## src/rtl/cbsp_pkg.sv

```systemverilog
package cbsp_pkg;

  // Stream constants
  localparam logic [31:0] BagMagic       = 32'hB5EE9C72;
  localparam int unsigned IndexFlagBit   = 7;
  localparam logic [7:0]  RefSizeMask    = 8'h07;
  localparam logic [31:0] MaxCellsReset  = 32'd100000;
  localparam logic [3:0]  MaxOffsetWidth = 4'd8;
  localparam logic [2:0]  MaxRefWidth    = 3'd4;
  localparam logic [3:0]  MagicWidth     = 4'd4;
  localparam int unsigned QueueDepth     = 4;

  typedef enum logic [3:0] {
    PH_MAGIC    = 4'd0,
    PH_FLAGS    = 4'd1,
    PH_OFFSZ    = 4'd2,
    PH_CELLS    = 4'd3,
    PH_ROOTS    = 4'd4,
    PH_ABSENT   = 4'd5,
    PH_TOTSZ    = 4'd6,
    PH_ROOTLIST = 4'd7,
    PH_SKIP     = 4'd8,
    PH_D1       = 4'd9,
    PH_D2       = 4'd10,
    PH_DATA     = 4'd11,
    PH_REFS     = 4'd12,
    PH_DONE     = 4'd13,
    PH_ERROR    = 4'd14
  } phase_e;

  typedef enum logic [2:0] {
    KIND_HEADER = 3'd0,
    KIND_ROOT   = 3'd1,
    KIND_DESC   = 3'd2,
    KIND_DATA   = 3'd3,
    KIND_REF    = 3'd4,
    KIND_DONE   = 3'd5,
    KIND_ERROR  = 3'd6
  } kind_e;

  typedef enum logic [2:0] {
    ERR_NONE     = 3'd0,
    ERR_MAGIC    = 3'd1,
    ERR_REF_SIZE = 3'd2,
    ERR_OFF_SIZE = 3'd3,
    ERR_COUNT    = 3'd4,
    ERR_BAD_REF  = 3'd5,
    ERR_TRUNC    = 3'd6
  } err_e;

  typedef struct packed {
    kind_e       kind;
    logic [31:0] cell_idx;
    logic [31:0] value;
    logic [7:0]  desc1;
    logic [7:0]  desc2;
    err_e        err;
  } event_t;

  // All results caused by one accepted byte
  typedef struct packed {
    event_t first;
    event_t second;
    logic   pair;
  } entry_t;

  function automatic event_t mk_event(kind_e kind, logic [31:0] cell_idx, logic [31:0] value,
                                      logic [7:0] desc1, logic [7:0] desc2, err_e err);
    event_t ev;
    ev.kind     = kind;
    ev.cell_idx = cell_idx;
    ev.value    = value;
    ev.desc1    = desc1;
    ev.desc2    = desc2;
    ev.err      = err;
    return ev;
  endfunction

endpackage

```

## src/rtl/cbsp_front.sv

```systemverilog
module cbsp_front
  import cbsp_pkg::*;
(
  input  logic        clk_i,
  input  logic        rst_ni,
  input  logic        take_i,
  input  logic [7:0]  stream_byte_i,
  input  logic        end_of_stream_i,
  input  logic [31:0] max_cell_count_i,
  output logic        push_o,
  output entry_t      entry_o
);

  phase_e      phase_q, phase_d;
  logic [3:0]  fcnt_q, fcnt_d;
  logic [31:0] facc_q, facc_d;
  logic [2:0]  ref_w_q, ref_w_d;
  logic [3:0]  off_w_q, off_w_d;
  logic        idx_q, idx_d;
  logic [31:0] total_q, total_d;
  logic [31:0] roots_q, roots_d;
  logic [35:0] skip_q, skip_d;
  logic [31:0] cur_q, cur_d;
  logic [7:0]  data_q, data_d;
  logic [2:0]  refs_q, refs_d;
  logic [7:0]  hold_q, hold_d;
  logic        root_seen_q, root_seen_d;

  logic [31:0] acc_shift;
  logic [3:0]  cnt_inc;
  logic [3:0]  fld_width;
  logic        fld_done;
  logic        collecting;
  logic [35:0] skip_total;
  logic [31:0] cur_inc;
  logic [7:0]  data_len;
  event_t      ev0, ev1;
  logic        v0, v1;

  // Big-endian field collection
  assign acc_shift = {facc_q[23:0], stream_byte_i};
  assign cnt_inc   = fcnt_q + 4'd1;
  assign fld_done  = (cnt_inc >= fld_width);
  assign cur_inc   = cur_q + 32'd1;
  assign data_len  = {1'b0, stream_byte_i[7:1]} + {7'd0, stream_byte_i[0]};
  assign skip_total = total_q * {32'd0, off_w_q};

  always_comb begin
    fld_width  = {1'b0, ref_w_q};
    collecting = 1'b0;
    unique case (phase_q)
      PH_MAGIC: begin
        fld_width  = MagicWidth;
        collecting = 1'b1;
      end
      PH_TOTSZ: begin
        fld_width  = off_w_q;
        collecting = 1'b1;
      end
      PH_CELLS, PH_ROOTS, PH_ABSENT, PH_ROOTLIST, PH_REFS: begin
        collecting = 1'b1;
      end
      default: begin
        collecting = 1'b0;
      end
    endcase
  end

  // Parse one byte
  always_comb begin
    phase_d     = phase_q;
    fcnt_d      = fcnt_q;
    facc_d      = facc_q;
    ref_w_d     = ref_w_q;
    off_w_d     = off_w_q;
    idx_d       = idx_q;
    total_d     = total_q;
    roots_d     = roots_q;
    skip_d      = skip_q;
    cur_d       = cur_q;
    data_d      = data_q;
    refs_d      = refs_q;
    hold_d      = hold_q;
    root_seen_d = root_seen_q;
    ev0         = '0;
    ev1         = '0;
    v0          = 1'b0;
    v1          = 1'b0;

    if (take_i) begin
      if (collecting) begin
        if (fld_done) begin
          facc_d = '0;
          fcnt_d = '0;
        end else begin
          facc_d = acc_shift;
          fcnt_d = cnt_inc;
        end
      end

      unique case (phase_q)
        PH_MAGIC: begin
          if (fld_done) begin
            if (acc_shift != BagMagic) begin
              ev0     = mk_event(KIND_ERROR, cur_q, '0, '0, '0, ERR_MAGIC);
              v0      = 1'b1;
              phase_d = PH_ERROR;
            end else begin
              phase_d = PH_FLAGS;
            end
          end
        end
        PH_FLAGS: begin
          idx_d   = stream_byte_i[IndexFlagBit];
          ref_w_d = stream_byte_i[2:0] & RefSizeMask[2:0];
          if (stream_byte_i[2:0] == 3'd0 || stream_byte_i[2:0] > MaxRefWidth) begin
            ev0     = mk_event(KIND_ERROR, cur_q, '0, '0, '0, ERR_REF_SIZE);
            v0      = 1'b1;
            phase_d = PH_ERROR;
          end else begin
            phase_d = PH_OFFSZ;
          end
        end
        PH_OFFSZ: begin
          if (stream_byte_i == 8'd0 || stream_byte_i > {4'd0, MaxOffsetWidth}) begin
            ev0     = mk_event(KIND_ERROR, cur_q, '0, '0, '0, ERR_OFF_SIZE);
            v0      = 1'b1;
            phase_d = PH_ERROR;
          end else begin
            off_w_d = stream_byte_i[3:0];
            phase_d = PH_CELLS;
          end
        end
        PH_CELLS: begin
          if (fld_done) begin
            total_d = acc_shift;
            phase_d = PH_ROOTS;
          end
        end
        PH_ROOTS: begin
          if (fld_done) begin
            roots_d = acc_shift;
            phase_d = PH_ABSENT;
          end
        end
        PH_ABSENT: begin
          if (fld_done) begin
            phase_d = PH_TOTSZ;
          end
        end
        PH_TOTSZ: begin
          if (fld_done) begin
            if (total_q == 32'd0 || total_q > max_cell_count_i) begin
              ev0     = mk_event(KIND_ERROR, cur_q, '0, '0, '0, ERR_COUNT);
              v0      = 1'b1;
              phase_d = PH_ERROR;
            end else begin
              ev0 = mk_event(KIND_HEADER, '0, total_q, '0, '0, ERR_NONE);
              v0  = 1'b1;
              if (roots_q != 32'd0) begin
                phase_d = PH_ROOTLIST;
              end else if (idx_q) begin
                skip_d  = skip_total;
                phase_d = (skip_total != 36'd0) ? PH_SKIP : PH_D1;
              end else begin
                phase_d = PH_D1;
              end
            end
          end
        end
        PH_ROOTLIST: begin
          if (fld_done) begin
            if (!root_seen_q) begin
              root_seen_d = 1'b1;
              ev0         = mk_event(KIND_ROOT, '0, acc_shift, '0, '0, ERR_NONE);
              v0          = 1'b1;
            end
            roots_d = roots_q - 32'd1;
            if (roots_q == 32'd1) begin
              if (idx_q) begin
                skip_d  = skip_total;
                phase_d = (skip_total != 36'd0) ? PH_SKIP : PH_D1;
              end else begin
                phase_d = PH_D1;
              end
            end
          end
        end
        PH_SKIP: begin
          skip_d = skip_q - 36'd1;
          if (skip_q == 36'd1) begin
            phase_d = PH_D1;
          end
        end
        PH_D1: begin
          hold_d  = stream_byte_i;
          phase_d = PH_D2;
        end
        PH_D2: begin
          ev0    = mk_event(KIND_DESC, cur_q, '0, hold_q, stream_byte_i, ERR_NONE);
          v0     = 1'b1;
          refs_d = hold_q[2:0] & RefSizeMask[2:0];
          data_d = data_len;
          if (data_len != 8'd0) begin
            phase_d = PH_DATA;
          end else if (hold_q[2:0] != 3'd0) begin
            phase_d = PH_REFS;
          end else begin
            cur_d = cur_inc;
            if (cur_inc == total_q) begin
              ev1     = mk_event(KIND_DONE, cur_inc, total_q, '0, '0, ERR_NONE);
              v1      = 1'b1;
              phase_d = PH_DONE;
            end else begin
              phase_d = PH_D1;
            end
          end
        end
        PH_DATA: begin
          ev0    = mk_event(KIND_DATA, cur_q, {24'd0, stream_byte_i}, '0, '0, ERR_NONE);
          v0     = 1'b1;
          data_d = data_q - 8'd1;
          if (data_q == 8'd1) begin
            if (refs_q != 3'd0) begin
              phase_d = PH_REFS;
            end else begin
              cur_d = cur_inc;
              if (cur_inc == total_q) begin
                ev1     = mk_event(KIND_DONE, cur_inc, total_q, '0, '0, ERR_NONE);
                v1      = 1'b1;
                phase_d = PH_DONE;
              end else begin
                phase_d = PH_D1;
              end
            end
          end
        end
        PH_REFS: begin
          if (fld_done) begin
            if (acc_shift >= total_q) begin
              ev0     = mk_event(KIND_ERROR, cur_q, '0, '0, '0, ERR_BAD_REF);
              v0      = 1'b1;
              phase_d = PH_ERROR;
            end else begin
              ev0    = mk_event(KIND_REF, cur_q, acc_shift, '0, '0, ERR_NONE);
              v0     = 1'b1;
              refs_d = refs_q - 3'd1;
              if (refs_q == 3'd1) begin
                cur_d = cur_inc;
                if (cur_inc == total_q) begin
                  ev1     = mk_event(KIND_DONE, cur_inc, total_q, '0, '0, ERR_NONE);
                  v1      = 1'b1;
                  phase_d = PH_DONE;
                end else begin
                  phase_d = PH_D1;
                end
              end
            end
          end
        end
        default: begin
          // done or error: drop bytes until end of stream
        end
      endcase

      // Flag truncation, then restart for the next bag
      if (end_of_stream_i) begin
        if (phase_d != PH_DONE && phase_d != PH_ERROR) begin
          if (v0) begin
            ev1 = mk_event(KIND_ERROR, cur_d, '0, '0, '0, ERR_TRUNC);
            v1  = 1'b1;
          end else begin
            ev0 = mk_event(KIND_ERROR, cur_d, '0, '0, '0, ERR_TRUNC);
            v0  = 1'b1;
          end
        end
        phase_d     = PH_MAGIC;
        fcnt_d      = '0;
        facc_d      = '0;
        ref_w_d     = '0;
        off_w_d     = '0;
        idx_d       = 1'b0;
        total_d     = '0;
        roots_d     = '0;
        skip_d      = '0;
        cur_d       = '0;
        data_d      = '0;
        refs_d      = '0;
        hold_d      = '0;
        root_seen_d = 1'b0;
      end
    end
  end

  always_ff @(posedge clk_i or negedge rst_ni) begin
    if (!rst_ni) begin
      phase_q     <= PH_MAGIC;
      fcnt_q      <= '0;
      facc_q      <= '0;
      ref_w_q     <= '0;
      off_w_q     <= '0;
      idx_q       <= 1'b0;
      total_q     <= '0;
      roots_q     <= '0;
      skip_q      <= '0;
      cur_q       <= '0;
      data_q      <= '0;
      refs_q      <= '0;
      hold_q      <= '0;
      root_seen_q <= 1'b0;
    end else begin
      phase_q     <= phase_d;
      fcnt_q      <= fcnt_d;
      facc_q      <= facc_d;
      ref_w_q     <= ref_w_d;
      off_w_q     <= off_w_d;
      idx_q       <= idx_d;
      total_q     <= total_d;
      roots_q     <= roots_d;
      skip_q      <= skip_d;
      cur_q       <= cur_d;
      data_q      <= data_d;
      refs_q      <= refs_d;
      hold_q      <= hold_d;
      root_seen_q <= root_seen_d;
    end
  end

  // Hand the byte's results to the queue
  assign push_o         = take_i && v0;
  assign entry_o.first  = ev0;
  assign entry_o.second = ev1;
  assign entry_o.pair   = v1;

endmodule

```

## src/rtl/cbsp_queue.sv

```systemverilog
module cbsp_queue
  import cbsp_pkg::*;
#(
  parameter int unsigned Depth = QueueDepth
) (
  input  logic   clk_i,
  input  logic   rst_ni,
  input  logic   push_i,
  input  entry_t entry_i,
  input  logic   pop_i,
  output logic   ready_o,
  output logic   valid_o,
  output entry_t entry_o
);

  localparam int unsigned PtrW = (Depth > 1) ? $clog2(Depth) : 1;
  localparam int unsigned CntW = $clog2(Depth + 1);
  localparam logic [PtrW-1:0] LastPtr = PtrW'(Depth - 1);
  localparam logic [CntW-1:0] FullCnt = CntW'(Depth);

  entry_t          store_q [Depth];
  logic [PtrW-1:0] wr_q, wr_d;
  logic [PtrW-1:0] rd_q, rd_d;
  logic [CntW-1:0] cnt_q, cnt_d;
  logic            do_push, do_pop;

  assign ready_o = (cnt_q != FullCnt);
  assign valid_o = (cnt_q != '0);
  assign entry_o = store_q[rd_q];
  assign do_push = push_i && ready_o;
  assign do_pop  = pop_i && valid_o;

  // Advance pointers and count
  always_comb begin
    wr_d  = wr_q;
    rd_d  = rd_q;
    cnt_d = cnt_q;
    if (do_push) begin
      wr_d = (wr_q == LastPtr) ? '0 : wr_q + 1'b1;
    end
    if (do_pop) begin
      rd_d = (rd_q == LastPtr) ? '0 : rd_q + 1'b1;
    end
    if (do_push && !do_pop) begin
      cnt_d = cnt_q + 1'b1;
    end else if (do_pop && !do_push) begin
      cnt_d = cnt_q - 1'b1;
    end
  end

  always_ff @(posedge clk_i or negedge rst_ni) begin
    if (!rst_ni) begin
      wr_q  <= '0;
      rd_q  <= '0;
      cnt_q <= '0;
    end else begin
      wr_q  <= wr_d;
      rd_q  <= rd_d;
      cnt_q <= cnt_d;
    end
  end

  // Write the entry storage
  always_ff @(posedge clk_i) begin
    if (do_push) begin
      store_q[wr_q] <= entry_i;
    end
  end

endmodule

```

## src/rtl/cbsp_back.sv

```systemverilog
module cbsp_back
  import cbsp_pkg::*;
(
  input  logic        clk_i,
  input  logic        rst_ni,
  input  logic        q_valid_i,
  input  entry_t      entry_i,
  output logic        pop_o,
  output logic        out_valid_o,
  input  logic        out_ready_i,
  output logic [2:0]  event_kind_o,
  output logic [31:0] cell_number_o,
  output logic [31:0] event_value_o,
  output logic [7:0]  first_descriptor_o,
  output logic [7:0]  second_descriptor_o,
  output logic [2:0]  error_code_o,
  output logic        last_of_run_o
);

  logic   sel_q, sel_d;
  logic   fire;
  event_t ev;

  assign fire        = q_valid_i && out_ready_i;
  assign out_valid_o = q_valid_i;
  assign ev          = sel_q ? entry_i.second : entry_i.first;

  // Step through the one or two results of the head entry
  always_comb begin
    sel_d = sel_q;
    pop_o = 1'b0;
    if (fire) begin
      if (entry_i.pair && !sel_q) begin
        sel_d = 1'b1;
      end else begin
        sel_d = 1'b0;
        pop_o = 1'b1;
      end
    end
  end

  always_ff @(posedge clk_i or negedge rst_ni) begin
    if (!rst_ni) begin
      sel_q <= 1'b0;
    end else begin
      sel_q <= sel_d;
    end
  end

  assign event_kind_o        = ev.kind;
  assign cell_number_o       = ev.cell_idx;
  assign event_value_o       = ev.value;
  assign first_descriptor_o  = ev.desc1;
  assign second_descriptor_o = ev.desc2;
  assign error_code_o        = ev.err;
  assign last_of_run_o       = !entry_i.pair || sel_q;

endmodule

```

## src/rtl/cell_bag_stream_parser_unit.sv

```systemverilog
// Bag-of-cells stream parser. Takes one byte per cycle while the queue has room:
// a parser checks the magic, flags and header counts, reports the first root, skips
// the index and walks the cells, writing the zero, one or two results of each byte
// into a 4-entry queue (Depth). An output stage drains that queue one result per
// cycle while out_ready is high, so a result shows up in the cycle after its byte at
// the earliest. Bytes that cause two results (descriptors or last record followed by
// done, or any result followed by a truncation error) hold the output for two results;
// under a steady run of such bytes the input stalls once the queue fills.
// max_cell_count resets to 100000 and may be rewritten only while the block is idle.
module cell_bag_stream_parser_unit
  import cbsp_pkg::*;
#(
  parameter int unsigned Depth = QueueDepth
) (
  input  logic        clk_i,
  input  logic        rst_ni,
  input  logic        cfg_valid_i,
  output logic        cfg_ready_o,
  input  logic [31:0] cfg_data_i,
  input  logic        in_valid_i,
  output logic        in_ready_o,
  input  logic [7:0]  stream_byte_i,
  input  logic        end_of_stream_i,
  output logic        out_valid_o,
  input  logic        out_ready_i,
  output logic [2:0]  event_kind_o,
  output logic [31:0] cell_number_o,
  output logic [31:0] event_value_o,
  output logic [7:0]  first_descriptor_o,
  output logic [7:0]  second_descriptor_o,
  output logic [2:0]  error_code_o,
  output logic        last_of_run_o
);

  logic [31:0] max_cells_q;
  logic        take;
  logic        push;
  entry_t      push_entry;
  logic        pop;
  logic        q_valid;
  logic        q_ready;
  entry_t      head_entry;

  // Hold the cell count limit
  assign cfg_ready_o = 1'b1;

  always_ff @(posedge clk_i or negedge rst_ni) begin
    if (!rst_ni) begin
      max_cells_q <= MaxCellsReset;
    end else if (cfg_valid_i && cfg_ready_o) begin
      max_cells_q <= cfg_data_i;
    end
  end

  assign in_ready_o = q_ready;
  assign take       = in_valid_i && in_ready_o;

  cbsp_front u_front (
    .clk_i            (clk_i),
    .rst_ni           (rst_ni),
    .take_i           (take),
    .stream_byte_i    (stream_byte_i),
    .end_of_stream_i  (end_of_stream_i),
    .max_cell_count_i (max_cells_q),
    .push_o           (push),
    .entry_o          (push_entry)
  );

  cbsp_queue #(
    .Depth (Depth)
  ) u_queue (
    .clk_i   (clk_i),
    .rst_ni  (rst_ni),
    .push_i  (push),
    .entry_i (push_entry),
    .pop_i   (pop),
    .ready_o (q_ready),
    .valid_o (q_valid),
    .entry_o (head_entry)
  );

  cbsp_back u_back (
    .clk_i               (clk_i),
    .rst_ni              (rst_ni),
    .q_valid_i           (q_valid),
    .entry_i             (head_entry),
    .pop_o               (pop),
    .out_valid_o         (out_valid_o),
    .out_ready_i         (out_ready_i),
    .event_kind_o        (event_kind_o),
    .cell_number_o       (cell_number_o),
    .event_value_o       (event_value_o),
    .first_descriptor_o  (first_descriptor_o),
    .second_descriptor_o (second_descriptor_o),
    .error_code_o        (error_code_o),
    .last_of_run_o       (last_of_run_o)
  );

endmodule

```

## config.mk

```make
export PLATFORM = sky130hd
export DESIGN_NAME = cell_bag_stream_parser_unit
export DESIGN_NICKNAME = d
export VERILOG_FILES = /design/src/rtl/cbsp_pkg.sv /design/src/rtl/cbsp_front.sv /design/src/rtl/cbsp_queue.sv /design/src/rtl/cbsp_back.sv /design/src/rtl/cell_bag_stream_parser_unit.sv
export SDC_FILE = /design/constraint.sdc
export NUM_CORES = 2
export LEC_CHECK = 0
export ABC_AREA = 1
export BUFFER_PORTS_ARGS = -buffer_cell sky130_fd_sc_hd__buf_2
export CORE_MARGIN = 8
export CORE_UTILIZATION = 52
export CTS_BUF_LIST = sky130_fd_sc_hd__clkbuf_8
export DETAILED_ROUTE_END_ITERATION = 7
export PLACE_DENSITY = 0.64
export SLEW_MARGIN = 20
export SYNTH_ARGS = -nofsm -noshare
export SYNTH_HDL_FRONTEND = slang
export SYNTH_SLANG_ARGS = --single-unit
```

## constraint.sdc

```tcl
create_clock -name clk_i -period 33.1 [get_ports clk_i]
set_input_delay 3.31 -clock clk_i [delete_from_list [all_inputs] [get_ports clk_i]]
set_output_delay 3.31 -clock clk_i [all_outputs]
set_load 0.01 [all_outputs]
```

==> impl_metrics.py <==
metrics = {
    "sta": {
        "finalMaxSlewViolations": 0,
        "rsz0062_at_grt": "false",
        "tightestPinTransition_ps": 1179,
        "layout_setup_ws_ps": 24790,
        "clock.fmax_mhz": 120.4,
        "clock_skew_ps": 47.35,
        "fin_crit_sh": 0.2510,
        "fin_crit_ps": 8307,
        "slew_headroom": 0.2141,
        "finalHoldViolCount": 0,
        "tns_ps": 0,
        "hold_ws_ps": 473.2,
        "setup_viol": 0,
    },
    "yosys": {
        "syn-cell-area_um2": 49040,
        "synth_nets": 6158,
        "yosys.area_share.simple": 0.2358,
        "synth_edf_count": 616,
        "synth-compound-area-share": 0.1322,
        "ys_top_cells_by_area": "edfxtp_1, dfrtp_1, nand2_1",
        "yosys.area.top_type": "edfxtp_1",
        "yosysMostFrequentCell": "nand2_1",
        "synth_cells": 5922,
        "syn_area_per_cell_um2": 8.281,
        "ys_seq_elements": 848,
        "synth_cell_type_count": 56,
        "yosysWarnings": 0,
        "synth_flop_cell": "edfxtp_1",
        "synthArstFlopShare": 0.2736,
        "synth_top_area_frac": 0.3772,
        "synthMuxAreaShare": 0.0002296,
        "synth-xor-area-share": 0.01028,
        "synth_fa_ha_area_frac": 0.05781,
        "ys_seq_area_frac": 0.4957,
        "synth_commonest_cells": "nand2_1, nor2_1, edfxtp_1",
        "synth_top_family_by_area": "simple AND/OR/NAND/NOR gates",
    },
    "route": {
        "via_count": 43600,
        "vias_per_cell": 5.956,
        "antenna_left": 0,
        "drc": 9,
        "wire_per_inst_um": 22.30,
        "routed_wl_mm": 163.2,
        "drt_iter0_drc": 5723,
        "dr.pass1.iters": 8,
    },
    "clocking": {
        "cts_setup_buffers": 0,
        "cts_tree": "built",
        "clk-insertion-delay-late_ps": 840,
        "cts_sinks": 848,
        "cts_buffers": 144,
        "cts.hold.buffers_added": 0,
        "clk_pin_slew_worst_paths_ps": 60,
        "h-tree-depth": 4,
        "postCtsResizedCells": 0,
        "cts-root-buf": "clkbuf_8",
        "cts_max_path_buffers": 3,
    },
    "power_and_ir_drop": {
        "pwr-share-seq": 0.320,
        "ir_worst_vdd_uv": 81.48,
        "leakage_nw": 22.24,
        "internal_power_w": 0.002545,
        "comb_power_share": 0.507,
        "switchingPower_w": 0.002502,
        "netSwitchingFraction": 0.4957,
        "power_density_nw_per_um2": 94.53,
        "p_clk_frac": 0.173,
    },
    "finish": {
        "layout-drive-gt1-share": 0.07355,
        "fin_area_um2": 53390,
        "fin_nets": 6192,
        "area_growth_pct": 8.866,
    },
    "grt": {
        "track_usage": 0.3061,
        "grt_pass1_wl_mm": 247.0,
        "antenna_found_initial": 3,
        "overflow": 0,
        "grt_pass1_vias": 40410,
        "grt_start_max_net_pins": 146,
    },
    "critical_path": {
        "worstSetupPathType": "in -> reg",
        "cp_max_fo": 128,
        "critPathMostFrequentCell": "nand2_1",
        "crit_chain": "buf_2, ha_1, ha_1, nand3_1, xor2_1, nand4_1, nor2_1, nand2_1, clkinv_1, nand3_1, nand3_1, nor2_2, nor2_8, nand2_4, nand2_1, nand2_1, nand2_1, nor2_4, buf_12",
        "max_stage_delay_ps": 910,
        "critPathTopFamily": "simple AND/OR/NAND/NOR gates",
        "crit_path_start_kind": "primary input",
        "cp-startpoint": "stream_byte_i[1]",
        "crit_path_end_kind": "flip-flop",
        "cp_data_required_time_ps": 33530,
        "reg2reg_from": "u_front.phase_q[2]",
        "path_buf_inv": 3,
        "cp.arrival_ps": 8730,
        "slowest_stage": "clkinv_1",
    },
    "place": {
        "portBuffers": 134,
        "placed_cell_area_um2": 50750,
        "place.gp.congestion": 1.006,
        "pre_cts_ws_ps": 24090,
        "place_hpwl_mm": 110.1,
    },
    "status": {
        "violations": "design-rule violations",
        "status": "finished, violations left",
    },
    "floorplan": {
        "initial_utilization": 0.5254,
        "die_width_um": 323.1,
        "die-area_um2": 104400,
        "coreArea_um2": 93330,
        "dieHeight_um": 323.1,
        "rows": 112,
        "io_pins": 136,
    },
    "flow_run": {
        "cap_violations": 0,
    },
    "min_path": {
        "hold_class": "reg -> reg",
        "min_from": "u_front.hold_q[6]",
    },
}
[layout make-up]
| cell class | instances | area, um^2 |
|---|---|---|
| Multi-Input combinational cell | 4194 | 21480 |
| Inverter | 563 | 2128 |
| Antenna cell | 1 | 2.502 |
| Tap cell | 1254 | 1569 |
| Sequential cell | 848 | 24320 |
| Clock inverter | 102 | 511.7 |
| Fill cell | 8631 | 39940 |
| Timing Repair Buffer | 205 | 1286 |
| Clock buffer | 152 | 2092 |
[flip-flops by register name (all words and copies together), names as in the netlist]
register,flops
max_cells_q,32
u_back.sel_q,1
u_front.cur_q,32
u_front.data_q,8
u_front.facc_q,24
u_front.fcnt_q,4
u_front.hold_q,8
u_front.idx_q,1
u_front.off_w_q,4
u_front.phase_q,4
u_front.ref_w_q,3
u_front.refs_q,3
u_front.root_seen_q,1
u_front.roots_q,32
u_front.skip_q,36
u_front.total_q,32
u_queue.cnt_q,3
u_queue.rd_q,2
u_queue.store_q,616
u_queue.wr_q,2
[power groups by stage]
stage	clock network (W)	registers [W]	logic (W)
2_1_floorplan	0	0.00157	0.00168
3_3_place_gp	0	0.00162	0.00248
3_5_place_dp	0	0.00162	0.00251
4_1_cts	0.000887	0.00160	0.00251
5_1_grt	0.000932	0.00163	0.00280
6_report	0.000873	0.00161	0.00256
[cells by family (layout without fill, tap and decap cells)]
group	count (synthesis)	in the layout
AOI/OAI and AO/OA	1174	1174
xor gates and xnor gates	56	56
adders and majority gates	190	190
buffers and inverters	880	1022
DFF	848	848
muxes	1	1
other	1	2
and+or+nand+nor	2772	2772
[tightest hold or removal path, stage by stage (launching register included)]
cell,delay (ps)
dfrtp_1,350
nand2_1,50
nand2_1,40
[routing by layer]
metal  GRT usage  share of wire  up-vias
met2      0.4583           0.43     2172
met4      0.1084          0.034        0
li1            -              -    20200
met3     0.07004           0.10      343
met5    0.001388              0        -
met1      0.4366           0.43    20880
[metrics by stage]
stage	cells	total power, W	util
3_5_place_dp	7063	0.004130	0.5438
4_1_cts	7317	0.005005	0.5717
6_report	7319	0.005047	0.5720
3_3_place_gp	7063	0.004103	0.5438
2_1_floorplan	5922	0.003245	-
5_1_grt	7319	0.005367	0.5720
[final timing paths]
check                                    endpoint  slack [ps]  cells after the start
max                        u_queue.store_q[3][97]       24790                     19
min                             u_front.hold_q[6]         470                      2
max reg2reg                u_queue.store_q[3][97]       25420                     31
min reg2reg                     u_front.hold_q[6]         470                      2
max in group asynchronous         u_queue.rd_q[0]       28680                      3
min in group asynchronous      u_front.skip_q[32]        2490                      1
[layout by cell type, fill, tap and decap left out, types with 10 or more instances in the layout]
cell type and instances:
nand3_1 275, nand3b_1 31, nor2_2 23, nor4_1 22, inv_1 598, nor2_1 944, xnor2_1 11, o22ai_1 161
buf_4 67, clkinv_2 10, clkinv_1 34, a221oi_1 14, nand2_1 1220, xor2_1 44, a22oi_1 17, a21oi_1 214
nor3_1 68, a31oi_1 77, buf_2 132, nand4_1 153, clkbuf_8 152, o21ai_0 610, ha_1 129, dfrtp_1 224
o211ai_1 22, fa_1 61, edfxtp_1 616
Note: power is estimated with default switching activity, not from simulation.
